--- src/stt_pkg.sv ---
// ----------------------------------------------------------------------------
// stt_pkg: shared types and constants of the single touch tracker
// Command codes, event kinds, point and event words, queue sizing.
// ----------------------------------------------------------------------------
`default_nettype none

package stt_pkg;

	localparam int QUEUE_DEPTH = 16;
	localparam int MAX_POINTS  = 5;

	localparam int ID_W    = 4;
	localparam int COORD_W = 16;
	localparam int SIZE_W  = 16;
	localparam int ESIZE_W = 15;
	localparam int WAIT_W  = 5;

	localparam int PTR_W = $clog2(QUEUE_DEPTH);
	localparam int CNT_W = $clog2(QUEUE_DEPTH + 1);
	localparam int FPC_W = $clog2(MAX_POINTS + 2);

	localparam logic [SIZE_W-1:0] SIZE_LIMIT = 16'd32767;

	typedef enum logic [1:0] {
		CMD_POINT = 2'd0,
		CMD_EMPTY = 2'd1,
		CMD_POP   = 2'd2,
		CMD_CLEAR = 2'd3
	} cmd_t;

	typedef enum logic [1:0] {
		KIND_DOWN = 2'd0,
		KIND_MOVE = 2'd1,
		KIND_UP   = 2'd2
	} kind_t;

	typedef struct packed {
		logic [ID_W-1:0]    id;
		logic [COORD_W-1:0] x;
		logic [COORD_W-1:0] y;
		logic [SIZE_W-1:0]  size;
	} point_t;

	// one decoded input word as it travels from front to back
	typedef struct packed {
		cmd_t   cmd;
		point_t pt;
		logic   last;
	} op_t;

	// one queued event word
	typedef struct packed {
		kind_t              kind;
		logic [ID_W-1:0]    id;
		logic [COORD_W-1:0] x;
		logic [COORD_W-1:0] y;
		logic [ESIZE_W-1:0] size;
	} event_t;

	// request from the tracker to the event queue for one cycle
	typedef struct packed {
		logic   a_valid;
		event_t a;
		logic   b_valid;
		event_t b;
		logic   pop;
		logic   clear;
	} evq_req_t;

endpackage

`default_nettype wire

--- src/stt_front.sv ---
// ----------------------------------------------------------------------------
// stt_front: input side of the single touch tracker
// Accepts input words, decodes the command and holds them in a two-entry
// queue that the back end drains at its own pace.
// ----------------------------------------------------------------------------
`default_nettype none

module stt_front
	import stt_pkg::*;
(
	input  wire logic               clk,
	input  wire logic               arst_n,
	input  wire logic               item_valid,
	output logic                    item_stall,
	input  wire logic [1:0]         cmd,
	input  wire logic [ID_W-1:0]    point_id,
	input  wire logic [COORD_W-1:0] point_x,
	input  wire logic [COORD_W-1:0] point_y,
	input  wire logic [SIZE_W-1:0]  point_size,
	input  wire logic               last_in_frame,
	output logic                    op_valid,
	output op_t                     op,
	input  wire logic               op_take
);

	op_t        slot_q [2];
	logic       wr_ptr_q;
	logic       rd_ptr_q;
	logic [1:0] cnt_q;
	logic       push;
	op_t        op_in;

	// decode the incoming word
	always_comb begin
		op_in.cmd     = cmd_t'(cmd);
		op_in.pt.id   = point_id;
		op_in.pt.x    = point_x;
		op_in.pt.y    = point_y;
		op_in.pt.size = point_size;
		op_in.last    = last_in_frame;
	end

	assign item_stall = (cnt_q == 2'd2);
	assign push       = item_valid && !item_stall;
	assign op_valid   = (cnt_q != 2'd0);
	assign op         = slot_q[rd_ptr_q];

	// hold decoded words
	always_ff @(posedge clk or negedge arst_n) begin
		if (!arst_n) begin
			slot_q[0] <= '0;
			slot_q[1] <= '0;
		end else if (push) begin
			slot_q[wr_ptr_q] <= op_in;
		end
	end

	// advance pointers and count
	always_ff @(posedge clk or negedge arst_n) begin
		if (!arst_n) begin
			wr_ptr_q <= 1'b0;
			rd_ptr_q <= 1'b0;
			cnt_q    <= 2'd0;
		end else begin
			if (push) begin
				wr_ptr_q <= !wr_ptr_q;
			end
			if (op_take) begin
				rd_ptr_q <= !rd_ptr_q;
			end
			cnt_q <= cnt_q + {1'b0, push} - {1'b0, op_take};
		end
	end

endmodule

`default_nettype wire

--- src/stt_track.sv ---
// ----------------------------------------------------------------------------
// stt_track: contact tracking state of the single touch tracker
// Collects the points of a frame, picks the tracked point at frame end and
// issues down, move and up events, pops and clears to the event queue.
// ----------------------------------------------------------------------------
`default_nettype none

module stt_track
	import stt_pkg::*;
(
	input  wire logic clk,
	input  wire logic arst_n,
	input  wire logic op_valid,
	input  wire op_t  op,
	output logic      op_take,
	input  wire logic pop_ready,
	output evq_req_t  req
);

	localparam logic [FPC_W-1:0] MAX_FPC = FPC_W'(MAX_POINTS);

	logic               pressed_q;
	logic [ID_W-1:0]    tracked_q;
	logic [COORD_W-1:0] last_x_q;
	logic [COORD_W-1:0] last_y_q;
	logic [SIZE_W-1:0]  last_size_q;
	logic [FPC_W-1:0]   fpc_q;
	point_t             chosen_q;
	logic               match_q;

	logic               pressed_n;
	logic [ID_W-1:0]    tracked_n;
	logic [COORD_W-1:0] last_x_n;
	logic [COORD_W-1:0] last_y_n;
	logic [SIZE_W-1:0]  last_size_n;
	logic [FPC_W-1:0]   fpc_n;
	point_t             chosen_n;
	logic               match_n;
	logic               frame_up;
	evq_req_t           req_raw;

	function automatic logic [ESIZE_W-1:0] clamp_size(input logic [SIZE_W-1:0] s);
		logic [SIZE_W-1:0] c;
		c = (s > SIZE_LIMIT) ? SIZE_LIMIT : s;
		return c[ESIZE_W-1:0];
	endfunction

	function automatic event_t make_event(input kind_t k, input point_t p);
		event_t e;
		e.kind = k;
		e.id   = p.id;
		e.x    = p.x;
		e.y    = p.y;
		e.size = clamp_size(p.size);
		return e;
	endfunction

	// a pop waits for the output register; everything else goes at once
	assign op_take = op_valid && ((op.cmd != CMD_POP) || pop_ready);

	// next tracking state and queue request for the word at the head
	always_comb begin
		pressed_n   = pressed_q;
		tracked_n   = tracked_q;
		last_x_n    = last_x_q;
		last_y_n    = last_y_q;
		last_size_n = last_size_q;
		fpc_n       = fpc_q;
		chosen_n    = chosen_q;
		match_n     = match_q;
		frame_up    = 1'b0;
		req_raw     = '0;
		req_raw.a   = make_event(KIND_UP, '{id: tracked_q, x: last_x_q, y: last_y_q,
			size: last_size_q});
		req_raw.b   = make_event(KIND_DOWN, chosen_q);

		unique case (op.cmd)
			CMD_POINT: begin
				// pick the first point, then the first one matching the tracked id
				if (fpc_q < MAX_FPC) begin
					if (fpc_q == '0) begin
						chosen_n = op.pt;
						match_n  = 1'b0;
					end
					if (pressed_q && !match_n && (op.pt.id == tracked_q)) begin
						chosen_n = op.pt;
						match_n  = 1'b1;
					end
				end
				if (fpc_q <= MAX_FPC) begin
					fpc_n = fpc_q + FPC_W'(1);
				end
				if (op.last) begin
					// close the frame unless it held too many points
					if (fpc_n <= MAX_FPC) begin
						frame_up = pressed_q && !match_n;
						req_raw.b = make_event(KIND_DOWN, chosen_n);
						if (frame_up) begin
							req_raw.a_valid = 1'b1;
							req_raw.b_valid = 1'b1;
						end else if (!pressed_q) begin
							req_raw.a_valid = 1'b1;
							req_raw.a       = make_event(KIND_DOWN, chosen_n);
						end else if ((chosen_n.x != last_x_q) || (chosen_n.y != last_y_q) ||
							(chosen_n.size != last_size_q)) begin
							req_raw.a_valid = 1'b1;
							req_raw.a       = make_event(KIND_MOVE, chosen_n);
						end
						pressed_n   = 1'b1;
						tracked_n   = chosen_n.id;
						last_x_n    = chosen_n.x;
						last_y_n    = chosen_n.y;
						last_size_n = chosen_n.size;
					end
					fpc_n   = '0;
					match_n = 1'b0;
				end
			end
			CMD_EMPTY: begin
				// release the contact with an up event
				fpc_n   = '0;
				match_n = 1'b0;
				if (pressed_q) begin
					req_raw.a_valid = 1'b1;
					pressed_n       = 1'b0;
				end
			end
			CMD_POP: begin
				req_raw.pop = 1'b1;
			end
			CMD_CLEAR: begin
				// drop the frame and release without an event
				fpc_n         = '0;
				match_n       = 1'b0;
				pressed_n     = 1'b0;
				req_raw.clear = 1'b1;
			end
		endcase
	end

	// gate the request with the handshake
	always_comb begin
		req         = req_raw;
		req.a_valid = req_raw.a_valid && op_take;
		req.b_valid = req_raw.b_valid && op_take;
		req.pop     = req_raw.pop && op_take;
		req.clear   = req_raw.clear && op_take;
	end

	// hold tracking state
	always_ff @(posedge clk or negedge arst_n) begin
		if (!arst_n) begin
			pressed_q   <= 1'b0;
			tracked_q   <= '0;
			last_x_q    <= '0;
			last_y_q    <= '0;
			last_size_q <= '0;
			fpc_q       <= '0;
			chosen_q    <= '0;
			match_q     <= 1'b0;
		end else if (op_take) begin
			pressed_q   <= pressed_n;
			tracked_q   <= tracked_n;
			last_x_q    <= last_x_n;
			last_y_q    <= last_y_n;
			last_size_q <= last_size_n;
			fpc_q       <= fpc_n;
			chosen_q    <= chosen_n;
			match_q     <= match_n;
		end
	end

endmodule

`default_nettype wire

--- src/stt_evq.sv ---
// ----------------------------------------------------------------------------
// stt_evq: event queue and result register of the single touch tracker
// Stores up to two new events a cycle, drops them when full, and pops the
// oldest event into the output register.
// ----------------------------------------------------------------------------
`default_nettype none

module stt_evq
	import stt_pkg::*;
(
	input  wire logic          clk,
	input  wire logic          arst_n,
	input  wire evq_req_t      req,
	output logic               pop_ready,
	output logic               result_valid,
	input  wire logic          result_stall,
	output logic               event_valid,
	output logic [1:0]         event_kind,
	output logic [ID_W-1:0]    event_id,
	output logic [COORD_W-1:0] event_x,
	output logic [COORD_W-1:0] event_y,
	output logic [ESIZE_W-1:0] event_size,
	output logic [WAIT_W-1:0]  events_waiting
);

	localparam logic [CNT_W-1:0] DEPTH_C = CNT_W'(QUEUE_DEPTH);

	event_t             mem_q [QUEUE_DEPTH];
	logic [PTR_W-1:0]   head_q;
	logic [PTR_W-1:0]   tail_q;
	logic [CNT_W-1:0]   cnt_q;
	logic               res_valid_q;

	logic               wr0;
	logic               wr1;
	logic [CNT_W-1:0]   cnt_a;
	logic [PTR_W-1:0]   tail_1;
	logic [PTR_W-1:0]   tail_b;
	logic [PTR_W-1:0]   tail_n;
	logic               has_event;
	logic [CNT_W-1:0]   cnt_dec;

	function automatic logic [PTR_W-1:0] ptr_inc(input logic [PTR_W-1:0] p);
		return (p == PTR_W'(QUEUE_DEPTH - 1)) ? '0 : p + PTR_W'(1);
	endfunction

	// space check for each of the two new events
	assign wr0     = req.a_valid && (cnt_q != DEPTH_C);
	assign cnt_a   = cnt_q + CNT_W'(wr0);
	assign wr1     = req.b_valid && (cnt_a != DEPTH_C);
	assign tail_1  = ptr_inc(tail_q);
	assign tail_b  = wr0 ? tail_1 : tail_q;
	assign tail_n  = wr1 ? ptr_inc(tail_b) : tail_b;

	assign has_event = (cnt_q != '0);
	assign cnt_dec   = cnt_q - CNT_W'(1);

	assign pop_ready    = !res_valid_q || !result_stall;
	assign result_valid = res_valid_q;

	// write new events
	always_ff @(posedge clk) begin
		if (wr0) begin
			mem_q[tail_q] <= req.a;
		end
		if (wr1) begin
			mem_q[tail_b] <= req.b;
		end
	end

	// advance head, tail and count
	always_ff @(posedge clk or negedge arst_n) begin
		if (!arst_n) begin
			head_q <= '0;
			tail_q <= '0;
			cnt_q  <= '0;
		end else if (req.clear) begin
			head_q <= '0;
			tail_q <= '0;
			cnt_q  <= '0;
		end else if (req.pop) begin
			if (has_event) begin
				head_q <= ptr_inc(head_q);
				cnt_q  <= cnt_dec;
			end
		end else begin
			tail_q <= tail_n;
			cnt_q  <= cnt_a + CNT_W'(wr1);
		end
	end

	// hold the result word until taken
	always_ff @(posedge clk or negedge arst_n) begin
		if (!arst_n) begin
			res_valid_q <= 1'b0;
		end else if (req.pop) begin
			res_valid_q <= 1'b1;
		end else if (!result_stall) begin
			res_valid_q <= 1'b0;
		end
	end

	// load the popped event, or zeros on an empty queue
	always_ff @(posedge clk) begin
		if (req.pop) begin
			if (has_event) begin
				event_valid    <= 1'b1;
				event_kind     <= mem_q[head_q].kind;
				event_id       <= mem_q[head_q].id;
				event_x        <= mem_q[head_q].x;
				event_y        <= mem_q[head_q].y;
				event_size     <= mem_q[head_q].size;
				events_waiting <= WAIT_W'(cnt_dec);
			end else begin
				event_valid    <= 1'b0;
				event_kind     <= '0;
				event_id       <= '0;
				event_x        <= '0;
				event_y        <= '0;
				event_size     <= '0;
				events_waiting <= '0;
			end
		end
	end

endmodule

`default_nettype wire

--- src/single_touch_tracker_fifo.sv ---
// ----------------------------------------------------------------------------
// single_touch_tracker_fifo: single contact tracker with event queue
// Follows one contact across multi-touch frames and queues down, move and
// up events; pop and clear commands read and empty the queue.
//
//   channel   handshake                   payload
//   input     item_valid / item_stall     cmd, point_id, point_x, point_y,
//                                         point_size, last_in_frame
//   result    result_valid / result_stall event_valid, event_kind, event_id,
//                                         event_x, event_y, event_size,
//                                         events_waiting
//
// One word per cycle is accepted unless stalled, tracked unless a pop waits.
// A pop's result is registered in the result register as the tracker takes
// the pop from the input queue; only a pop waits on that register being free.
// The two-entry input queue stalls the input once the back end is held.
// Reset clears tracking state and the queue pointers; no clearing pass.
// ----------------------------------------------------------------------------
`default_nettype none

module single_touch_tracker_fifo
	import stt_pkg::*;
(
	input  wire logic               clk,
	input  wire logic               arst_n,
	input  wire logic               item_valid,
	output logic                    item_stall,
	input  wire logic [1:0]         cmd,
	input  wire logic [ID_W-1:0]    point_id,
	input  wire logic [COORD_W-1:0] point_x,
	input  wire logic [COORD_W-1:0] point_y,
	input  wire logic [SIZE_W-1:0]  point_size,
	input  wire logic               last_in_frame,
	output logic                    result_valid,
	input  wire logic               result_stall,
	output logic                    event_valid,
	output logic [1:0]              event_kind,
	output logic [ID_W-1:0]         event_id,
	output logic [COORD_W-1:0]      event_x,
	output logic [COORD_W-1:0]      event_y,
	output logic [ESIZE_W-1:0]      event_size,
	output logic [WAIT_W-1:0]       events_waiting
);

	logic     op_valid;
	op_t      op;
	logic     op_take;
	logic     pop_ready;
	evq_req_t req;

	// accept and decode
	stt_front u_front (
		.clk           (clk),
		.arst_n        (arst_n),
		.item_valid    (item_valid),
		.item_stall    (item_stall),
		.cmd           (cmd),
		.point_id      (point_id),
		.point_x       (point_x),
		.point_y       (point_y),
		.point_size    (point_size),
		.last_in_frame (last_in_frame),
		.op_valid      (op_valid),
		.op            (op),
		.op_take       (op_take)
	);

	// track the contact
	stt_track u_track (
		.clk       (clk),
		.arst_n    (arst_n),
		.op_valid  (op_valid),
		.op        (op),
		.op_take   (op_take),
		.pop_ready (pop_ready),
		.req       (req)
	);

	// queue events and drive results
	stt_evq u_evq (
		.clk            (clk),
		.arst_n         (arst_n),
		.req            (req),
		.pop_ready      (pop_ready),
		.result_valid   (result_valid),
		.result_stall   (result_stall),
		.event_valid    (event_valid),
		.event_kind     (event_kind),
		.event_id       (event_id),
		.event_x        (event_x),
		.event_y        (event_y),
		.event_size     (event_size),
		.events_waiting (events_waiting)
	);

endmodule

`default_nettype wire
--- config.mk ---
export PLATFORM = sky130hd
export DESIGN_NAME = single_touch_tracker_fifo
export DESIGN_NICKNAME = d
export VERILOG_FILES = /design/src/stt_pkg.sv /design/src/stt_front.sv /design/src/stt_track.sv /design/src/stt_evq.sv /design/src/single_touch_tracker_fifo.sv
export SDC_FILE = /design/constraint.sdc
export NUM_CORES = 2
export LEC_CHECK = 0
export BUFFER_PORTS_ARGS = -buffer_cell sky130_fd_sc_hd__buf_2
export CAP_MARGIN = 15
export CORE_AREA = 5 5 576 436
export CTS_CLUSTER_DIAMETER = 80
export DETAILED_ROUTE_END_ITERATION = 10
export DIE_AREA = 0 0 581 441
export SETUP_SLACK_MARGIN = 0.15
export SKIP_CTS_REPAIR_TIMING = 1
export SYNTH_ARGS = -nofsm -noshare
export SYNTH_HDL_FRONTEND = slang
export SYNTH_HIERARCHICAL = 1
export SYNTH_SLANG_ARGS = --single-unit
export TNS_END_PERCENT = 20
--- constraint.sdc ---
create_clock -name clk -period 14 [get_ports clk]
set_input_delay 0.7 -clock clk [delete_from_list [all_inputs] [get_ports clk]]
set_output_delay 0.7 -clock clk [all_outputs]
set_load 0.005 [all_outputs]
==> summary.txt <==
Clocking
  • Total CTS buffers: 112
  • Sink Count: 1144
  • CTS tree: done
  • Worst-Skew Late Latency: 0.75 ns
  • CTS root buffer: clkbuf_16
  • Clock Pin Slew Worst Setup and Hold Paths: 0.06 ns
  • H-tree Lvls: 3
  • CTS Buffer Depth: 3

Synthesis
  • EDFF count, synth: 907
  • Yosys reg bits: 1144
  • Synth async-reset ratio: 20.7%
  • Synth unique cells: 85
  • Ys Warns: 6
  • Post-synth top area cell: edfxtp_1
  • Gate count of the mapped netlist: 3757
  • Sequential area share after synthesis: 54.5%
  • Synth Flop Type: edfxtp_1
  • Synth cell count leaders: edfxtp_1 (907), mux2_2 (491), mux2_4 (366)
  • Synth Cell Area: 60900 sq um
  • Syn_area_per_cell: 16.2 sq um
  • Ranking of synthesized cells by area: edfxtp_1 (45%), mux4_2 (9.8%), dfrtp_1 (9.7%), mux2_2 (9.1%), mux2_4 (9.0%)
  • Yosys top cell area share: 44.7%
  • Most instantiated library cell after synthesis: edfxtp_1

Layout
  • Fraction of layout cells with a size suffix above 1: 41.4%
  • Non-filler cells, final: 7080
  • Nets: 3784
  • Core Util, Final: 27.6%
  • Area growth, synth to finish: 11.0%
  • Fill count: 24500

Outcome
  • Failing checks: hold timing
  • Outcome: finished with violations

Drt
  • Vias/cell: 4.78
  • DRC Markers: 0
  • Antenna-violating nets left: 0
  • Routed via count: 33800
  • WL per Instance: 24.5 um
  • First-pass DRT Iterations: 6
  • Initial DRC Count: 3357
  • Post-Route WL: 174000 um

Placement
  • Placed wire-length estimate: 104000 um
  • PortBufs: 119
  • Placed instance count: 6871
  • Gpl congestion: 0.812

Worst setup path
  • Critical Path Source Type: flop
  • Worst Setup End Kind: flop
  • Crit Path Max Fanout: 54
  • Worst path arrival time: 9.60 ns
  • Crit path kind: reg -> reg
  • Required @ worst endpoint: 14.33 ns

Floorplan
  • Initial cell density of the core: 24.8%
  • Core area: 245000 sq um
  • Ports: 120
  • Die W: 581 um
  • Die H: 441 um
  • Row count: 158
  • Die Area: 256000 sq um

Pwr
  • Max VDD drop: 154 uV
  • Leak Pwr: 22.5 nW
  • P per Cell Area: 248 nW/um^2

Timing
  • Hold Vio Cnt, Final: 5
  • Final Critical Period: 9.27 ns
  • Max_slew headroom: 16.5%
  • Clock Skew: 0.0556 ns
  • Count of final setup violators: 0
  • Final setup TNS: 0 ns
  • Slew Viols, Final: 0
  • Measured slew at the worst slew-check pin: 1.25 ns
  • RSZ-0062 raised after global routing: false
  • Max Fclk: 0.108 GHz
  • Final period util: 66.2%
  • Hold slack: -0.0306 ns

Global routing
  • Largest net degree at the start of global routing: 151
  • Vias in the first global route: 34200
  • Global route overflow: 0
  • GRT Total Usage: 13.2%
  • First-pass GRT wire length: 251000 um
  • Antenna violations before repair: 4

Hold path
  • Min-delay worst type: in -> async

Flow run
  • Max cap viols: 0
[flip-flops by register name, summed over array words and instances (netlist names), 4 cells and up]
register and flops:
u_evq/events_waiting 5, u_track/chosen_q 52, u_evq/event_id 4, u_track/last_y_q 16, u_evq/event_size 15, u_track/last_size_q 16, u_evq/event_x 16, u_evq/tail_q 4
u_evq/mem_q 848, u_track/last_x_q 16, u_evq/head_q 4, u_evq/event_y 16, u_track/tracked_q 4, u_front/slot_q 110, u_evq/cnt_q 5
[final cells by class]
type | instances | area [sq um] | share of cell area, %
sequential | 1144 | 33200 | 49.1
clock inverter | 61 | 627 | 0.927
clock buffer | 147 | 2990 | 4.43
antenna | 1 | 2.50 | 0.00370
multi-input combinational | 2198 | 25300 | 37.4
inverter | 59 | 221 | 0.328
timing repair buffer | 190 | 1160 | 1.72
tap | 3280 | 4100 | 6.07
[path summary, 6_finish.rpt]
kind | end | slack, ns | start | cells after the start
worst max-delay path | u_evq/mem_q[13][30] | 4.73 | u_front/rd_ptr_q | 22
worst max register to register | u_evq/mem_q[13][30] | 4.73 | u_front/rd_ptr_q | 22
min in group clk | u_front/slot_q[90] | 0.20 | point_x[2] | 2
worst min-delay path | u_front/slot_q[54] | -0.03 | arst_n | 1
worst min register to register | u_front/slot_q[52] | 0.50 | u_front/slot_q[52] | 1
max in group asynchronous | u_front/slot_q[79] | 12.67 | arst_n | 2
[metal layers]
layer / vias to the layer above / GRT usage (%) / routed length, um
met5: - / 0 / 0
met4: 0 / 2.53 / 3010
met3: 207 / 2.04 / 10400
met2: 1143 / 21.1 / 80900
met1: 18000 / 18.9 / 79500
li1: 14500 / - / -
[report_power, final]
group          leakage (nW)  switching, mW  internal (mW)  total, mW
combinational          9.77           4.57           3.63       8.20
sequential             11.0          0.435           5.08       5.51
clock                  1.76           1.37           1.69       3.06
total                  22.5           6.37           10.4       16.8
[cells in the final DEF (no fill, tap or decap), types with 72 or more instances in the layout]
cell / instances
mux2_2: 491
edfxtp_1: 907
nor2_1: 102
mux2_1: 273
and2_1: 72
nand2_1: 114
mux2_4: 366
clkbuf_16: 113
buf_2: 118
mux4_2: 265
dfrtp_1: 232
[metrics by stage]
step / power, mW / cell area (sq um) / hold WS [ns] / setup WS [ns]
3_5_place_dp: 13.7 / 64000 / 0.489 / 4.85
4_1_cts: 16.8 / 67600 / -0.0308 / 4.83
6_report: 16.8 / 67600 / -0.0306 / 4.73
5_1_grt: 17.6 / 67600 / 0.00348 / 4.31
2_1_floorplan: 11.3 / 60900 / 0.404 / 6.50
3_3_place_gp: 13.6 / 64000 / 0.482 / 5.00
[critical path: stages, from the launching register on]
cell	delay, ns
dfrtp_2	0.85
mux2_2	0.45
xnor2_1	0.41
nand3b_2	0.11
buf_4	0.29
o21ai_2	0.87
mux2i_1	0.42
xor2_1	0.27
o2111a_1	0.22
and4_1	0.32
nand3_1	0.13
a21o_1	0.24
nand2_2	0.15
clkinv_1	0.26
ha_1	0.33
ha_1	0.32
nand4b_1	0.18
o311ai_2	0.16
a31oi_4	0.56
and3_4	0.28
buf_4	0.78
o21bai_4	0.42
buf_4	0.70
[cell families (layout without fill, tap and decap cells)]
logic type | Yosys count | after routing | share of synthesized area, %
compound gates | 250 | 250 | 2.65
xor+xnor | 35 | 35 | 0.503
fa+ha+maj | 20 | 20 | 0.411
buf+inv | 416 | 457 | 4.49
flops | 1144 | 1144 | 54.5
mux | 1429 | 1429 | 33.5
other cells | 1 | 3 | 0.00616
simple gates | 462 | 462 | 3.97
Note: power is estimated with default switching activity, not from simulation.
